File: config.mk
export PLATFORM = sky130hd
export DESIGN_NAME = delimited_frame_receiver_core_flat
export DESIGN_NICKNAME = d
export VERILOG_FILES = /design/src/design/dfr_pkg.sv /design/src/design/dfr_if.sv /design/src/design/delimited_frame_receiver_core.sv /design/src/flat_wrapper.sv
export SDC_FILE = /design/constraint.sdc
export NUM_CORES = 1
export LEC_CHECK = 0
export BUFFER_PORTS_ARGS = -buffer_cell sky130_fd_sc_hd__buf_2
export CAP_MARGIN = 25
export CORE_ASPECT_RATIO = 1.4
export CORE_MARGIN = 2
export CORE_UTILIZATION = 55
export CTS_BUF_LIST = sky130_fd_sc_hd__clkbuf_16
export DETAILED_ROUTE_END_ITERATION = 8
export GPL_TIMING_DRIVEN = 0
export MAX_ROUTING_LAYER = met4
export PLACE_DENSITY = 0.74
export SLEW_MARGIN = 20
export SYNTH_ARGS = -nofsm -noshare
export SYNTH_HDL_FRONTEND = slang
export SYNTH_SLANG_ARGS = --single-unit
File: constraint.sdc
create_clock -name clk -period 11.05 [get_ports clk]
set_input_delay 1.105 -clock clk [delete_from_list [all_inputs] [get_ports clk]]
set_output_delay 1.105 -clock clk [all_outputs]
set_load 0.03 [all_outputs]
File: src/design/dfr_pkg.sv
// ----------------------------------------------------------------------------
// dfr_pkg: shared definitions for the delimited frame receiver
// Field widths, delimiter bytes, frame layout constants and event codes.
// ----------------------------------------------------------------------------
package dfr_pkg;

	localparam int BUF_DEPTH_DEF = 64;
	localparam int MAX_RESULTS   = 64;

	localparam int W_BYTE  = 8;
	localparam int W_KIND  = 3;
	localparam int W_WORD  = 16;
	localparam int W_SKIP  = 7;

	// short report frame delimiters
	localparam logic [7:0] REPORT_HEAD = 8'h6E;
	localparam logic [7:0] REPORT_TAIL = 8'h62;

	// four-byte delimiters, first byte on the wire first
	localparam logic [7:0] CMD_HEAD [4] = '{8'hFD, 8'hFC, 8'hFB, 8'hFA};
	localparam logic [7:0] CMD_FOOT [4] = '{8'h04, 8'h03, 8'h02, 8'h01};
	localparam logic [7:0] CAL_HEAD [4] = '{8'hF4, 8'hF3, 8'hF2, 8'hF1};
	localparam logic [7:0] CAL_FOOT [4] = '{8'hF8, 8'hF7, 8'hF6, 8'hF5};

	// response: header(4) length(2) command(2) status(2) data footer(4)
	localparam int RESP_OVERHEAD = 10;
	localparam int RESP_MIN_LEN  = 14;
	localparam int RESP_LEN_OFS  = 4;

	typedef enum logic [W_KIND-1:0] {
		K_REPORT     = 3'd0,
		K_CMD        = 3'd1,
		K_CAL        = 3'd2,
		K_CMD_NOHDR  = 3'd3,
		K_CAL_NOHDR  = 3'd4,
		K_RESP_SHORT = 3'd5,
		K_OVERFLOW   = 3'd6
	} kind_t;

endpackage

File: src/design/dfr_if.sv
// ----------------------------------------------------------------------------
// dfr_if: valid/ready channels of the delimited frame receiver
// Byte input channel and event result channel.
// ----------------------------------------------------------------------------
interface dfr_in_if;
	import dfr_pkg::*;

	logic              valid;
	logic              ready;
	logic [W_BYTE-1:0] rx_byte;

	modport source (output valid, output rx_byte, input ready);
	modport sink   (input valid, input rx_byte, output ready);
endinterface

interface dfr_out_if;
	import dfr_pkg::*;

	logic              valid;
	logic              ready;
	logic [W_KIND-1:0] event_kind;
	logic [W_BYTE-1:0] report_state;
	logic [W_WORD-1:0] report_distance;
	logic [W_WORD-1:0] resp_command;
	logic [W_WORD-1:0] resp_status;
	logic              length_mismatch;
	logic [W_SKIP-1:0] skipped_bytes;
	logic [W_BYTE-1:0] data_byte;
	logic              data_valid;
	logic              last;

	modport source (
		output valid, input ready,
		output event_kind, output report_state, output report_distance,
		output resp_command, output resp_status, output length_mismatch,
		output skipped_bytes, output data_byte, output data_valid, output last
	);
	modport sink (
		input valid, output ready,
		input event_kind, input report_state, input report_distance,
		input resp_command, input resp_status, input length_mismatch,
		input skipped_bytes, input data_byte, input data_valid, input last
	);
endinterface

File: src/design/delimited_frame_receiver_core.sv
// ----------------------------------------------------------------------------
// delimited_frame_receiver_core: header/footer deframer for serial bytes
// Buffers bytes, recognizes report, command response and calibration frames
// and emits one or more event results per recognized frame.
// ----------------------------------------------------------------------------
//  channel | dir | handshake    | payload
//  rx      | in  | valid/ready  | rx_byte
//  result  | out | valid/ready  | event_kind .. data_valid, last
//
// A byte is written to the buffer on its transfer; the next cycle classifies
// the buffer tail. Header and payload bytes come through the single buffer
// read port, one at a time: each read state (S_HDR_RD, S_DATA_RD) is followed
// by its capture state (S_HDR_CAP, S_DATA_CAP).
// rx.ready is high only while the sequencer is idle; a finished result may
// still wait in the output register then. Output stalls hold the sequencer.
// Reset (arst_n) empties the buffer at once; buffer contents need no clearing.
module delimited_frame_receiver_core #(
	parameter int BUF_DEPTH = dfr_pkg::BUF_DEPTH_DEF
) (
	input  logic      clk,
	input  logic      arst_n,
	dfr_in_if.sink    rx,
	dfr_out_if.source result
);
	import dfr_pkg::*;

	localparam int AW = $clog2(BUF_DEPTH);
	localparam int CW = $clog2(BUF_DEPTH + 1);

	typedef enum logic [2:0] {
		S_IDLE, S_EVAL, S_HDR_RD, S_HDR_CAP, S_EMPTY, S_DATA_RD, S_DATA_CAP
	} state_t;

	typedef struct packed {
		kind_t             kind;
		logic [W_BYTE-1:0] st;
		logic [W_WORD-1:0] distance;
		logic [W_WORD-1:0] cmd;
		logic [W_WORD-1:0] sts;
		logic              mism;
		logic [W_SKIP-1:0] skip;
		logic [W_BYTE-1:0] data;
		logic              dv;
		logic              last;
	} res_t;

	state_t            state_q;
	logic [CW-1:0]     fill_q;
	logic [7:0]        tail_q [5];
	logic [W_BYTE-1:0] mem [BUF_DEPTH];
	logic [W_BYTE-1:0] rdata_q;
	logic [AW-1:0]     addr_q;
	logic              chv_q, lhv_q;
	logic [AW-1:0]     chp_q, lhp_q;
	logic [2:0]        hcnt_q;
	logic [8:0]        actual_q;
	logic [6:0]        rem_q;
	logic [W_SKIP-1:0] skip_q;
	kind_t             kind_q;
	logic [W_BYTE-1:0] dl_lo_q;
	logic [W_WORD-1:0] cmd_q, sts_q;
	logic              mism_q;
	res_t              res_q;
	logic              ov_q;

	logic       acc, slot_free, res_load;
	logic       is_rep, is_cf, is_lf, is_ch, is_lh, is_ovf;
	logic [8:0] n9, cmd_flen9, cal_flen9;

	function automatic logic [W_SKIP-1:0] sat7(input logic [8:0] v);
		return (v > 9'd127) ? 7'd127 : v[6:0];
	endfunction

	function automatic logic [6:0] cap64(input logic [8:0] v);
		return (v > 9'(MAX_RESULTS)) ? 7'(MAX_RESULTS) : v[6:0];
	endfunction

	function automatic logic match4(input logic [7:0] t3, input logic [7:0] t2,
			input logic [7:0] t1, input logic [7:0] t0, input logic [7:0] p [4]);
		return t3 == p[0] && t2 == p[1] && t1 == p[2] && t0 == p[3];
	endfunction

	assign rx.ready  = (state_q == S_IDLE);
	assign acc       = rx.valid && rx.ready;
	assign slot_free = !ov_q || result.ready;

	assign n9        = 9'(fill_q);
	assign cmd_flen9 = n9 - 9'(chp_q);
	assign cal_flen9 = n9 - 9'(lhp_q);

	assign is_rep = fill_q >= CW'(5) && tail_q[4] == REPORT_HEAD
		&& tail_q[0] == REPORT_TAIL;
	assign is_cf  = fill_q >= CW'(4)
		&& match4(tail_q[3], tail_q[2], tail_q[1], tail_q[0], CMD_FOOT);
	assign is_lf  = fill_q >= CW'(4)
		&& match4(tail_q[3], tail_q[2], tail_q[1], tail_q[0], CAL_FOOT);
	assign is_ch  = fill_q >= CW'(4)
		&& match4(tail_q[3], tail_q[2], tail_q[1], tail_q[0], CMD_HEAD);
	assign is_lh  = fill_q >= CW'(4)
		&& match4(tail_q[3], tail_q[2], tail_q[1], tail_q[0], CAL_HEAD);
	assign is_ovf = fill_q == CW'(BUF_DEPTH);

	// a new result enters the output register this cycle
	always_comb begin
		res_load = 1'b0;
		case (state_q)
			S_EVAL: begin
				if (is_rep) begin
					res_load = slot_free;
				end else if (is_cf) begin
					res_load = slot_free && !(chv_q && cmd_flen9 >= 9'(RESP_MIN_LEN));
				end else if (is_lf) begin
					res_load = slot_free && !lhv_q;
				end else if (is_ovf) begin
					res_load = slot_free;
				end
			end
			S_EMPTY, S_DATA_CAP: begin
				res_load = slot_free;
			end
			default: ;
		endcase
	end

	// buffer memory: write on byte transfer, registered read in read states
	always_ff @(posedge clk) begin
		if (acc) begin
			mem[fill_q[AW-1:0]] <= rx.rx_byte;
		end
		if (state_q == S_HDR_RD || state_q == S_DATA_RD) begin
			rdata_q <= mem[addr_q];
		end
	end

	always_ff @(posedge clk) begin
		if (acc) begin
			tail_q[0] <= rx.rx_byte;
			for (int i = 1; i < 5; i++) begin
				tail_q[i] <= tail_q[i-1];
			end
		end
	end

	always_ff @(posedge clk or negedge arst_n) begin
		if (!arst_n) begin
			state_q <= S_IDLE;
			fill_q  <= '0;
			chv_q   <= 1'b0;
			lhv_q   <= 1'b0;
			ov_q    <= 1'b0;
		end else begin
			if (ov_q && result.ready && !res_load) begin
				ov_q <= 1'b0;
			end
			case (state_q)
				S_IDLE: begin
					if (acc) begin
						fill_q  <= fill_q + CW'(1);
						state_q <= S_EVAL;
					end
				end
				S_EVAL: begin
					if (is_rep) begin
						if (slot_free) begin
							res_q <= '{K_REPORT, tail_q[3], {tail_q[1], tail_q[2]},
								'0, '0, 1'b0, sat7(n9 - 9'd5), '0, 1'b0, 1'b1};
							ov_q    <= 1'b1;
							fill_q  <= '0;
							chv_q   <= 1'b0;
							lhv_q   <= 1'b0;
							state_q <= S_IDLE;
						end
					end else if (is_cf) begin
						if (chv_q && cmd_flen9 >= 9'(RESP_MIN_LEN)) begin
							addr_q   <= chp_q + AW'(RESP_LEN_OFS);
							hcnt_q   <= '0;
							actual_q <= cmd_flen9 - 9'(RESP_OVERHEAD);
							rem_q    <= cap64(cmd_flen9 - 9'(RESP_MIN_LEN));
							skip_q   <= sat7(9'(chp_q));
							kind_q   <= K_CMD;
							fill_q   <= '0;
							chv_q    <= 1'b0;
							lhv_q    <= 1'b0;
							state_q  <= S_HDR_RD;
						end else if (slot_free) begin
							if (chv_q) begin
								res_q <= '{K_RESP_SHORT, '0, '0, '0, '0, 1'b0,
									sat7(9'(chp_q)), '0, 1'b0, 1'b1};
							end else begin
								res_q <= '{K_CMD_NOHDR, '0, '0, '0, '0, 1'b0, '0,
									'0, 1'b0, 1'b1};
							end
							ov_q    <= 1'b1;
							fill_q  <= '0;
							chv_q   <= 1'b0;
							lhv_q   <= 1'b0;
							state_q <= S_IDLE;
						end
					end else if (is_lf) begin
						if (lhv_q) begin
							addr_q  <= lhp_q;
							rem_q   <= cap64(cal_flen9);
							skip_q  <= sat7(9'(lhp_q));
							kind_q  <= K_CAL;
							cmd_q   <= '0;
							sts_q   <= '0;
							mism_q  <= 1'b0;
							fill_q  <= '0;
							chv_q   <= 1'b0;
							lhv_q   <= 1'b0;
							state_q <= S_DATA_RD;
						end else if (slot_free) begin
							res_q <= '{K_CAL_NOHDR, '0, '0, '0, '0, 1'b0, '0,
								'0, 1'b0, 1'b1};
							ov_q    <= 1'b1;
							fill_q  <= '0;
							chv_q   <= 1'b0;
							lhv_q   <= 1'b0;
							state_q <= S_IDLE;
						end
					end else if (is_ovf) begin
						if (slot_free) begin
							res_q <= '{K_OVERFLOW, '0, '0, '0, '0, 1'b0, '0,
								'0, 1'b0, 1'b1};
							ov_q    <= 1'b1;
							fill_q  <= '0;
							chv_q   <= 1'b0;
							lhv_q   <= 1'b0;
							state_q <= S_IDLE;
						end
					end else begin
						// remember where the latest complete header starts
						if (is_ch) begin
							chv_q <= 1'b1;
							chp_q <= AW'(fill_q - CW'(4));
						end
						if (is_lh) begin
							lhv_q <= 1'b1;
							lhp_q <= AW'(fill_q - CW'(4));
						end
						state_q <= S_IDLE;
					end
				end
				S_HDR_RD: begin
					state_q <= S_HDR_CAP;
				end
				S_HDR_CAP: begin
					case (hcnt_q)
						3'd0: dl_lo_q <= rdata_q;
						3'd1: mism_q <= {rdata_q, dl_lo_q} != 16'(actual_q);
						3'd2: cmd_q[7:0] <= rdata_q;
						3'd3: cmd_q[15:8] <= rdata_q;
						3'd4: sts_q[7:0] <= rdata_q;
						3'd5: sts_q[15:8] <= rdata_q;
						default: ;
					endcase
					addr_q <= addr_q + AW'(1);
					hcnt_q <= hcnt_q + 3'd1;
					if (hcnt_q == 3'd5) begin
						state_q <= (rem_q == '0) ? S_EMPTY : S_DATA_RD;
					end else begin
						state_q <= S_HDR_RD;
					end
				end
				S_EMPTY: begin
					if (slot_free) begin
						res_q <= '{K_CMD, '0, '0, cmd_q, sts_q, mism_q, skip_q,
							'0, 1'b0, 1'b1};
						ov_q    <= 1'b1;
						state_q <= S_IDLE;
					end
				end
				S_DATA_RD: begin
					state_q <= S_DATA_CAP;
				end
				S_DATA_CAP: begin
					// hold the fetched byte until the output register frees up
					if (slot_free) begin
						res_q <= '{kind_q, '0, '0, cmd_q, sts_q, mism_q, skip_q,
							rdata_q, 1'b1, rem_q == 7'd1};
						ov_q    <= 1'b1;
						rem_q   <= rem_q - 7'd1;
						addr_q  <= addr_q + AW'(1);
						state_q <= (rem_q == 7'd1) ? S_IDLE : S_DATA_RD;
					end
				end
				default: begin
					state_q <= S_IDLE;
				end
			endcase
		end
	end

	assign result.valid           = ov_q;
	assign result.event_kind      = res_q.kind;
	assign result.report_state    = res_q.st;
	assign result.report_distance = res_q.distance;
	assign result.resp_command    = res_q.cmd;
	assign result.resp_status     = res_q.sts;
	assign result.length_mismatch = res_q.mism;
	assign result.skipped_bytes   = res_q.skip;
	assign result.data_byte       = res_q.data;
	assign result.data_valid      = res_q.dv;
	assign result.last            = res_q.last;

`ifndef ASSERT_OFF
	a_fill_room: assert property (@(posedge clk) disable iff (!arst_n)
		state_q == S_IDLE |-> fill_q < CW'(BUF_DEPTH))
		else $error("buffer full while waiting for a byte");

	a_run_open: assert property (@(posedge clk) disable iff (!arst_n)
		result.valid && result.ready && !result.last |-> state_q != S_IDLE)
		else $error("run ended without a last result");

	a_data_kind: assert property (@(posedge clk) disable iff (!arst_n)
		result.valid && result.data_valid
		|-> result.event_kind == K_CMD || result.event_kind == K_CAL)
		else $error("data byte on an event without payload");

	a_no_rx_busy: assert property (@(posedge clk) disable iff (!arst_n)
		state_q == S_DATA_CAP || state_q == S_HDR_CAP |-> rem_q <= 7'(MAX_RESULTS))
		else $error("emission count beyond result limit");
`endif

endmodule

File: src/flat_wrapper.sv
// flat-port wrapper written by rule: the top's interface ports become plain ports
module delimited_frame_receiver_core_flat import dfr_pkg::*;
#(
	parameter int BUF_DEPTH = dfr_pkg::BUF_DEPTH_DEF
)
  (clk, arst_n, rx_valid, rx_rx_byte, rx_ready, result_valid, result_ready, result_event_kind, result_report_state, result_report_distance, result_resp_command, result_resp_status, result_length_mismatch, result_skipped_bytes, result_data_byte, result_data_valid, result_last);
  dfr_in_if rx_i ();
  dfr_out_if result_i ();
  input  logic clk;
  input  logic arst_n;
  input wire logic [$bits(rx_i.valid)-1:0] rx_valid;
  input wire logic [$bits(rx_i.rx_byte)-1:0] rx_rx_byte;
  output wire logic [$bits(rx_i.ready)-1:0] rx_ready;
  output wire logic [$bits(result_i.valid)-1:0] result_valid;
  input wire logic [$bits(result_i.ready)-1:0] result_ready;
  output wire logic [$bits(result_i.event_kind)-1:0] result_event_kind;
  output wire logic [$bits(result_i.report_state)-1:0] result_report_state;
  output wire logic [$bits(result_i.report_distance)-1:0] result_report_distance;
  output wire logic [$bits(result_i.resp_command)-1:0] result_resp_command;
  output wire logic [$bits(result_i.resp_status)-1:0] result_resp_status;
  output wire logic [$bits(result_i.length_mismatch)-1:0] result_length_mismatch;
  output wire logic [$bits(result_i.skipped_bytes)-1:0] result_skipped_bytes;
  output wire logic [$bits(result_i.data_byte)-1:0] result_data_byte;
  output wire logic [$bits(result_i.data_valid)-1:0] result_data_valid;
  output wire logic [$bits(result_i.last)-1:0] result_last;
  assign rx_i.valid = rx_valid;
  assign rx_i.rx_byte = rx_rx_byte;
  assign rx_ready = rx_i.ready;
  assign result_valid = result_i.valid;
  assign result_i.ready = result_ready;
  assign result_event_kind = result_i.event_kind;
  assign result_report_state = result_i.report_state;
  assign result_report_distance = result_i.report_distance;
  assign result_resp_command = result_i.resp_command;
  assign result_resp_status = result_i.resp_status;
  assign result_length_mismatch = result_i.length_mismatch;
  assign result_skipped_bytes = result_i.skipped_bytes;
  assign result_data_byte = result_i.data_byte;
  assign result_data_valid = result_i.data_valid;
  assign result_last = result_i.last;
  delimited_frame_receiver_core #(.BUF_DEPTH(BUF_DEPTH)) u_core (.clk(clk), .arst_n(arst_n), .rx(rx_i), .result(result_i));
endmodule
# ---- Word level (Yosys, flattened, before mapping)
# Memories as Yosys holds them, arrays and structs flattened. A register that Yosys moved wholly into a read port is not among the register bits.
# Index checks and enable logic that the tools add are counted.
dict set report totals {
  register_bits 178
  latch_bits 0
  mem_bits_rw 552
  romBits 0
  n_memories 2
}
# memory words word_bits read_ports rd_clocked_by_memory_dff wr line_no
set memory_table {}
lappend memory_table {u_core.mem 64 8 1 1 1 delimited_frame_receiver_core.sv:50} ;# logic [W_BYTE-1:0] mem [BUF_DEPTH];
lappend memory_table {u_core.tail_q 5 8 5 0 5 delimited_frame_receiver_core.sv:49} ;# logic [7:0] tail_q [5];
dict set report classes {
  n_addsub 11
  multipliers 0
  div 0
  order_cmp 6
  n_eq_ne 54
  shift 0
  muxes 112
  bitwise_logic 4
  n_reduce_logical 61
}
# operator count
set op_table {}
lappend op_table {{77-bit two-way mux} 13}
lappend op_table {{77-bit one-hot mux with 3 select lines} 1}
lappend op_table {{7-bit two-way mux} 21}
lappend op_table {{8-bit == test, second input constant} 12}
lappend op_table {{16-bit two-way mux} 4}
lappend op_table {{16-bit one-hot mux with 2 select lines} 2}
lappend op_table {{7-bit AND reduction} 9}
lappend op_table {{3-bit two-way mux} 18}
lappend op_table {{6-bit two-way mux} 6}
lappend op_table {{1-bit two-way mux} 35}
lappend op_table {{8-bit two-way mux} 4}
lappend op_table {{7-bit one-hot mux with 2 select lines} 2}
lappend op_table {{9-bit by 7-bit greater-than comparator with 1-bit output, second input constant} 3}
lappend op_table {{1-bit logical AND} 24}
lappend op_table {{3-bit one-hot mux with 7 select lines} 1}
lappend op_table {{6-bit one-hot mux with 3 select lines} 1}
lappend op_table {{9-bit by 4-bit subtractor with 9-bit output, second input constant} 2}
lappend op_table {{8-bit by 2-bit == test with 1-bit output, second input constant} 2}
lappend op_table {{8-bit by 7-bit == test with 1-bit output, second input constant} 2}
lappend op_table {{16-bit by 9-bit inequality test with 1-bit output} 1}
lappend op_table {{2-bit by 1-bit inequality test with 1-bit output, second input constant} 8}
lappend op_table {{2-bit inequality test, second input constant} 8}
lappend op_table {{7-bit by 6-bit subtractor with 8-bit output} 2}
lappend op_table {{3-bit == test, second input constant} 5}
lappend op_table {{36 further kinds} 62}

# ---- Longest topological paths before layout
# Gate-level depths: netlist (run 1).
# An unclocked memory read counts as a cell.
dict set report logic_depth {
  depth_word 19
  depth_mapped 14
  ltp_nobuf 13
}

# ---- Worst setup path before layout (run 1)
# No wires, ideal clock.
dict set report synth_timing {
  path_kind {flip-flop to flip-flop}
  start {register u_core.fill_q[0]}
  end {register u_core.res_q, in the netlist u_core.result.data_byte[0], enable pin}
  setup_ns 0.607
  arrival_time_ns 7.830
  required_ns 10.443
  setup_slack_ns 2.614
  stages_incl_launch_ff 13
  n_path_buf 1
  period_less_slack_ns 8.436
  cell_sequence {dfrtp_1 > clkbuf_1 > inv_1 > ha_1 > inv_1 > fa_1 > a211oi_1 > nor2_1 > xor2_1 > a2111o_1 > nand2_1 > nor2_1 > nor3_1}
}
dict set report synth_via {
  elab_chain_cells 5
}
# item line_no
set synth_rtl {}
lappend synth_rtl {{from (decl)} delimited_frame_receiver_core.sv:48} ;# logic [CW-1:0] fill_q;
lappend synth_rtl {{from (signal assigned)} delimited_frame_receiver_core.sv:158} ;# fill_q <= fill_q + CW'(1);
lappend synth_rtl {{7-bit by 6-bit subtractor with 8-bit output or 7-bit by 3-bit >= comparator with 1-bit output (tied branches)} {delimited_frame_receiver_core.sv:88, delimited_frame_receiver_core.sv:91}}
lappend synth_rtl {{9-bit by 4-bit >= comparator with 1-bit output or 1-bit logical AND (tied branches)} {delimited_frame_receiver_core.sv:174, delimited_frame_receiver_core.sv:91}}
lappend synth_rtl {{1-bit logical AND (on tied branches)} {delimited_frame_receiver_core.sv:174, delimited_frame_receiver_core.sv:92}}
lappend synth_rtl {{4-bit by 3-bit inequality test with 1-bit output (no line) (tied with other cells)} n/a}
lappend synth_rtl {{8-bit AND reduction (no line) *} n/a}
lappend synth_rtl {{to (signal assigned)} delimited_frame_receiver_core.sv:165} ;# res_q <= '{K_REPORT, tail_q[3], {tail_q[1], tail_q[2]},
lappend synth_rtl {{to (signal assigned)} delimited_frame_receiver_core.sv:187} ;# res_q <= '{K_RESP_SHORT, '0, '0, '0, '0, 1'b0,
lappend synth_rtl {{to (signal assigned)} delimited_frame_receiver_core.sv:190} ;# res_q <= '{K_CMD_NOHDR, '0, '0, '0, '0, 1'b0, '0,
lappend synth_rtl {{to (decl)} delimited_frame_receiver_core.sv:63} ;# res_t res_q;
# Mark *: on every way between the ends. The rest lies on a longest branch, timed or not.
# A chain may end at the register's enable or synchronous reset.

# ---- Worst setup path after layout (run 1)
dict set report layout_timing {
  start {register u_core.fill_q[0]}
  end {register u_core.res_q, in the netlist u_core.result.data_byte[6], enable pin}
}
# The elaborated chain is that of the path after synthesis.

==> results.md, run 1 <==
* Outcome: finished, final reports clean
* Pre-antenna DRT Iters at 5
* Setup crit start kind: flip-flop
* RSZ-0062 raised after global routing: no
* Switch Pwr at 0.001470 W
* Ant diodes at 0
* Critical-path top delay cell: a2111o_1
* Most common cell after layout, fill and taps aside: edfxtp_1
* Relative slew slack at 32.99%
* Sequential power share at 53.0%
* Vias in the first global route at 15890
* Max FO, Critical Path at 12
* Tmin final at 4.801 ns
* Critical Path RT at 11.36 ns
* Mapped Nets at 1643
* CTS buffer count at 66
* Distinct cells, synth at 68
* Core area at 53960 sq um
* Total negative slack at 0 ns
* Layout cells sized above 1 at 21.56%
* WL/cell at 25.28 um
* Fmax at 208.3 MHz
* Io pins at 91
* Crit path kind: reg -> reg
* Family with the most delay on the worst path: buffers and inverters
* Maximum VDD drop at 0.00009422 V
* Place WS at 6.284 ns
* DIE AREA at 56240 sq um
* Clk buf depth at 3
* Sequential-to-total area share from yosys stat at 73.74%
* Die height at 279.8 um
* Worst setup margin at 6.249 ns
* Nets at 1818
* Die Wd at 201.0 um
* Synth area leader: edfxtp_1
* Routed vias/inst at 6.049
* DP Cell Count at 2423
* FFs w/ async S/R, synth at 1.766%
* Hold Buf Count CTS at 0
* Worst-path cell chain: clkbuf_1, inv_1, ha_1, inv_1, fa_1, a211oi_1, nor2_1, xor2_1, a2111o_1, nand2_1, nor2_1, nor3_2, buf_4, buf_4, buf_4, buf_4
* Worst Tran Pin Value at 1.005 ns
* Core Rows at 101
* Worst hold-check path type: in -> async
* Total track usage at 23.95%
* Gate power share at 10.3%
* Root Buffer: clkbuf_16
* CP endpoint kind: flip-flop
* First-pass GRT wire length at 96150 um
* Number of max-cap violations at 0
* Critical Path AT at 5.11 ns
* RePlAce Congestion at 0.9014
* Drc violations at 0
* Final Routed Wirelength at 64320 um
* Layout area overhead at 12.24%
* Clock Skew at 0.02724 ns
* Fillers at 3736
* IO buf count at 90
* Most frequent cells in the layout: edfxtp_1, mux4_2, nor2_1, buf_2, clkbuf_16
* Fin. Hold Viols at 0
* Yosys top cell area share at 72.65%
* Remaining antenna violation count at 0
* Final Max Tran Viols at 0
* Iter 0 DRT Violations at 1498
* Initial Util at 55.38%
* Main flop type after synthesis: edfxtp_1
* CTS Sinks at 736
* Overflow after GRT at 0
* Critical path buffers and inverters at 7
* Reg clk slew, reported paths at 0.07 ns
* Hold_ws at 0.4784 ns
* Post-cts gate resize count at 0
* TritonCTS clock tree: done
* Synth warn at 0
* Setup bufs post-CTS at 0
* Worst stage delay on the critical path at 0.56 ns
* Leak pwr at 10.96 nW
* Crit path top cell by count: buf_4
* Pwr Density at 180.9 nW/um^2
* Flop and latch count out of synthesis at 736
* Final setup fails at 0
* Synth Instances at 1598
* Synthesized cell area at 29880 sq um
* Initial antenna violation count at 0
* Clk Latency, worst-skew pair at 0.61 ns
* Synth area leaders: edfxtp_1, mux4_2, nor2_1, and2_1, ha_1
* Largest net degree at the start of global routing at 66
* Final Cycle Share at 43.45%
* Design Power at 0.006068 W
* Vias at 15390
* DP HPWL at 44460 um
* H-tree depth at 3
* Sw Ratio at 24.23%
* Finished Layout Cells at 2544
* Clk pwr share at 36.7%
* Post-synth EDFFs at 723
* Syn Area/Cell at 18.70 sq um
* Power Internal at 0.004598 W
==> synthesized netlist by cell type, drive strengths merged, types with 4 or more instances <==
cell type	n
nand3	27
o211ai	6
nor2	133
nand2b	15
a211oi	6
mux4	168
o31ai	5
or3	5
nand3b	5
xnor2	25
nand2	44
edfxtp	723
xor2	16
inv	36
ha	31
nand4	7
buf	17
a21o	5
o21ai	26
or2	5
and3	17
nor4	12
or4	6
nor2b	12
clkbuf	54
and2	63
dfrtp	13
nor3b	4
nor3	18
a31oi	5
a21oi	29
o21a	9
==> kinds of logic (layout without fill, tap and decap cells) <==
| kind of cell | after synthesis | in the layout | synth area share, % |
|---|---|---|---|
| adders and majority gates | 33 | 33 | 1.432 |
| and+or+nand+nor | 382 | 382 | 6.556 |
| xor gates and xnor gates | 41 | 41 | 1.202 |
| buffers and inverters | 107 | 332 | 1.390 |
| AOI/OAI and AO/OA | 126 | 126 | 2.847 |
| muxes | 173 | 173 | 12.84 |
| DFF | 736 | 736 | 73.74 |
==> through the flow <==
stage | util [%] | cell area (sq um)
after floorplan | - | 29880
after global placement | 57.89 | 31240
after detailed placement | 58.23 | 31420
after CTS | 62.10 | 33510
final | 62.16 | 33540
after global routing | 62.16 | 33540
==> final cells by class <==
type | count | area (sq um) | area share (%)
sequential | 736 | 22040 | 65.69
inverter | 36 | 135.1 | 0.4029
timing repair buffer | 107 | 660.6 | 1.969
multi-input combinational | 755 | 7438 | 22.18
clock buffer | 68 | 1702 | 5.073
buffer | 71 | 280.3 | 0.8355
tap | 721 | 902.1 | 2.689
clock inverter | 50 | 389.1 | 1.160
==> registers in the layout, indices dropped and copies added, names as in the netlist, 7 cells and up <==
name,flops
u_core.mem,512
u_core.tail_q,40
u_core.cmd_q,16
u_core.result.report_distance,16
u_core.result.resp_command,16
u_core.result.resp_status,16
u_core.sts_q,16
u_core.actual_q,9
u_core.dl_lo_q,8
u_core.rdata_q,8
u_core.result.data_byte,8
u_core.result.report_state,8
u_core.fill_q,7
u_core.rem_q,7
u_core.result.skipped_bytes,7
==> power by group through the flow <==
stage	combinational [W]	clock, W	sequential, W
2_1_floorplan	0.000418	0	0.00325
3_5_place_dp	0.000610	0	0.00327
3_3_place_gp	0.000589	0	0.00327
5_1_grt	0.000677	0.00235	0.00322
6_report	0.000625	0.00223	0.00321
4_1_cts	0.000614	0.00225	0.00321
==> metal layers <==
layer	routed length (um)	global-route usage (%)
met4	3608	12.78
met3	3903	3.292
met1	22350	26.42
met5	0	-
met2	34450	42.31
==> worst paths after layout <==
path	start	slack, ns	cells past startpoint	to
max in group asynchronous	arst_n	10.23	1	u_core.chv_q
setup / recovery	u_core.fill_q[0]	6.25	16	u_core.result.data_byte[6]
min in group clk	u_core.tail_q[0][0]	0.50	0	u_core.tail_q[1][0]
setup reg to reg	u_core.fill_q[0]	6.25	16	u_core.result.data_byte[6]
hold / removal	arst_n	0.48	1	u_core.fill_q[4]
hold reg to reg	u_core.tail_q[0][0]	0.50	0	u_core.tail_q[1][0]
No activity file was read; power rests on OpenSTA's default activity.
==> run 2, diff against run 1 <==
- clock period: 11.05 -> 5 ns (I/O delays scaled with it)
==> run 2 against run 1 <==
  * First-iteration DRC count decreased by 8.3%
  * Maximum frequency increased by 5.6%
  * Worst hold slack worse by 0.25 ns
  * Cell count shrank 0.12%
  * Total power increased by 120%
  * Largest cell class unchanged
==> results.md, run 2 (synthesis gave the netlist of run 1 again) <==
* Layout area overhead at 12.18% (was 12.24%)
* Final setup fails at 0 (unchanged)
* IO buf count at 90 (unchanged)
* Reg clk slew, reported paths at 0.07 ns (about the same)
* Leak pwr at 10.93 nW (was 10.96 nW)
* Power Internal at 0.01005 W (was 0.004598 W)
* R2R depth at 11 (was 16)
* Final Max Tran Viols at 0 (unchanged)
* Worst Tran Pin Value at 1.032 ns (was 1.005 ns)
* WL met3 at 3800 um (was 3903 um)
* Max FO, Critical Path at 9 (was 12)
* Fillers at 3707 (was 3736)
* Final core utilization at 62.13% (was 62.16%)
* Largest net degree at the start of global routing at 66 (unchanged)
* Crit path kind: reg -> reg (unchanged)
* Min-delay src: rx_valid
* DP HPWL at 44500 um (was 44460 um)
* Flop-to-flop setup slack at 0.45 ns (was 6.25 ns)
* Final Routed Wirelength at 65140 um (was 64320 um)
* DIE AREA at 56240 sq um (unchanged)
* Clk Latency, worst-skew pair at 0.60 ns (was 0.61 ns)
* Core area at 53960 sq um (unchanged)
* Worst-path cell chain: clkbuf_1, inv_1, ha_1, inv_1, fa_1, a211oi_1, nor2_1, a211oi_1, a2111o_1, nand3_1, nor2_1 (was clkbuf_1, inv_1, ha_1, inv_1, fa_1, a211oi_1, nor2_1, xor2_1, a2111o_1, nand2_1, nor2_1, nor3_2, buf_4, buf_4, buf_4, buf_4)
* Clk buf depth at 3 (unchanged)
* Maximum VDD drop at 0.0002456 V (was 0.00009422 V)
* RR Startpoint: u_core.fill_q[0] (unchanged)
* CP endpoint kind: flip-flop (unchanged)
* Total track usage at 24.23% (was 23.95%)
* Crit path capture: u_core.actual_q[5] (was u_core.result.data_byte[6])
* Pwr Density at 395.8 nW/um^2 (was 180.9 nW/um^2)
* Worst hold-check path type: in -> reg (was in -> async)
* WL/cell at 25.64 um (was 25.28 um)
* Most common cell after layout, fill and taps aside: edfxtp_1 (unchanged)
* Final Cycle Share at 90.93% (was 43.45%)
* Number of max-cap violations at 0 (unchanged)
* Remaining antenna violation count at 0 (unchanged)
* Nets at 1816 (was 1818)
* Gate power share at 10.4% (was 10.3%)
* RSZ-0062 raised after global routing: no (unchanged)
* Die height at 279.8 um (unchanged)
* Crit. Startpoint: u_core.fill_q[0] (unchanged)
* Initial antenna violation count at 0 (unchanged)
* Sw Ratio at 24.23% (about the same)
* Die Wd at 201.0 um (unchanged)
* Met2 Wirelength at 35350 um (was 34450 um)
* TritonCTS clock tree: done (unchanged)
* Clk pwr share at 36.1% (was 36.7%)
* Layout cells sized above 1 at 21.39% (was 21.56%)
* Sequential power share at 53.5% (was 53.0%)
* Root Buffer: clkbuf_16 (unchanged)
* Crit Reg-Reg Endpoint: u_core.actual_q[5] (was u_core.result.data_byte[6])
* Critical Path RT at 5.21 ns (was 11.36 ns)
* Io pins at 91 (unchanged)
* Outcome: finished, final reports clean (unchanged)
* Vias at 15450 (was 15390)
* Pre-antenna DRT Iters at 5 (unchanged)
* Iter 0 DRT Violations at 1373 (was 1498)
* Vias in the first global route at 15660 (was 15890)
* Setup bufs post-CTS at 0 (unchanged)
* Clock Skew at 0.01912 ns (was 0.02724 ns)
* Critical-path top delay cell: nor2_1 (was a2111o_1)
* Core Rows at 101 (unchanged)
* Switch Pwr at 0.003216 W (was 0.001470 W)
* Highest metal used: met4 (unchanged)
* Worst stage delay on the critical path at 0.80 ns (was 0.56 ns)
* Drc violations at 0 (unchanged)
* RePlAce Congestion at 0.9016 (was 0.9014)
* Overflow after GRT at 0 (unchanged)
* Critical Path AT at 4.76 ns (was 5.11 ns)
* Fin. Hold Viols at 0 (unchanged)
* Routed vias/inst at 6.079 (was 6.049)
* H-tree depth at 3 (unchanged)
* CTS buffer count at 66 (unchanged)
* Met1 Wirelength at 22680 um (was 22350 um)
* Hold_ws at 0.2262 ns (was 0.4784 ns)
* Tmin final at 4.546 ns (was 4.801 ns)
* Relative slew slack at 31.21% (was 32.99%)
* Design Power at 0.01327 W (was 0.006068 W)
* Fmax at 220.0 MHz (was 208.3 MHz)
* Most frequent cells in the layout: edfxtp_1, mux4_2, nor2_1, buf_2, clkbuf_16 (unchanged)
* First-pass GRT wire length at 96930 um (was 96150 um)
* Initial Util at 55.38% (unchanged)
* CTS Sinks at 736 (unchanged)
* Max reg flops at 512 (unchanged)
* Setup crit start kind: flip-flop (unchanged)
-- run 2: cell count changes in the layout (fill, tap and decap cells not counted), sizes merged --
| cell | previous run | this run |
|---|---|---|
| clkbuf | 123 | 122 |
| clkinv | 21 | 24 |
| inv | 58 | 56 |
| bufinv | 5 | 3 |
| clkinvlp | 2 | 1 |
| diode | 0 | 1 |
| buf | 123 | 121 |
| dlygate4sd3 | 0 | 1 |
-- run 2: stage by stage --
step / cell area [sq um] / setup TNS [ns] / instances / setup WS (ns)
2_1_floorplan: 29900 / 0 / 1598 / 0.07418
3_3_place_gp: 31250 / -78.82 / 2409 / -1.033
4_1_cts: 33500 / 0 / 2538 / 0.4998
3_5_place_dp: 31460 / 0 / 2421 / 0.5415
6_report: 33520 / 0 / 2541 / 0.4535
5_1_grt: 33520 / 0 / 2540 / 0.1406
-- run 2: metal layers --
layer  vias to the layer above  track usage, %
li1                       6738               -
met5                         -               -
met1                      7924           27.28
met2                       621           42.74
met4                         0           12.21
met3                       165           3.071
-- run 2: how the worst min path moves through the flow --
| stage | end | slack [ns] | depth (start not counted) |
|---|---|---|---|
| 2_1_floorplan | u_core.chv_q | 0.20 | 0 |
| 3_3_place_gp | u_core.tail_q[1][1] | 0.46 | 0 |
| 3_5_place_dp | u_core.state_q[2] | 0.47 | 1 |
| 4_1_cts | u_core.state_q[0] | 0.20 | 3 |
| 5_1_grt | u_core.state_q[0] | 0.26 | 3 |
| 6_report | u_core.state_q[0] | 0.23 | 3 |
-- run 2: worst max-delay path: cells and delay by family (launching register included) --
family	cells	cell delay, ns
compound gates	3	1.45
flops	1	0.43
simple gates	3	1.06
buf+inv	3	0.59
fa+ha+maj	2	0.63
-- run 2: area by class of cell --
cell class              instances  area (sq um)  share of cell area (%)
multi-input cells             755          7445                   22.21
diodes                          1         2.502                0.007464
clock buffers                  68          1702                   5.076
well taps                     721         902.1                   2.691
plain buffers                  71         280.3                  0.8360
clock inverters                48         324.1                  0.9666
repair buffers                105         698.2                   2.083
flip-flops and latches        736         22040                   65.73
inverters                      36         135.1                  0.4031
-- run 2: power groups by stage --
stage          logic (W)  registers [W]  clock network (W)
5_1_grt          0.00151        0.00711            0.00508
4_1_cts          0.00136        0.00710            0.00487
3_3_place_gp     0.00131        0.00722                  0
2_1_floorplan   0.000924        0.00718                  0
6_report         0.00138        0.00710            0.00479
3_5_place_dp     0.00135        0.00723                  0
-- run 2: repair_timing --
item | CTS | global route
hold buffers | 1 | 0
endpoints found under the hold margin | 13 | 0
gates resized for setup | 0 | 0
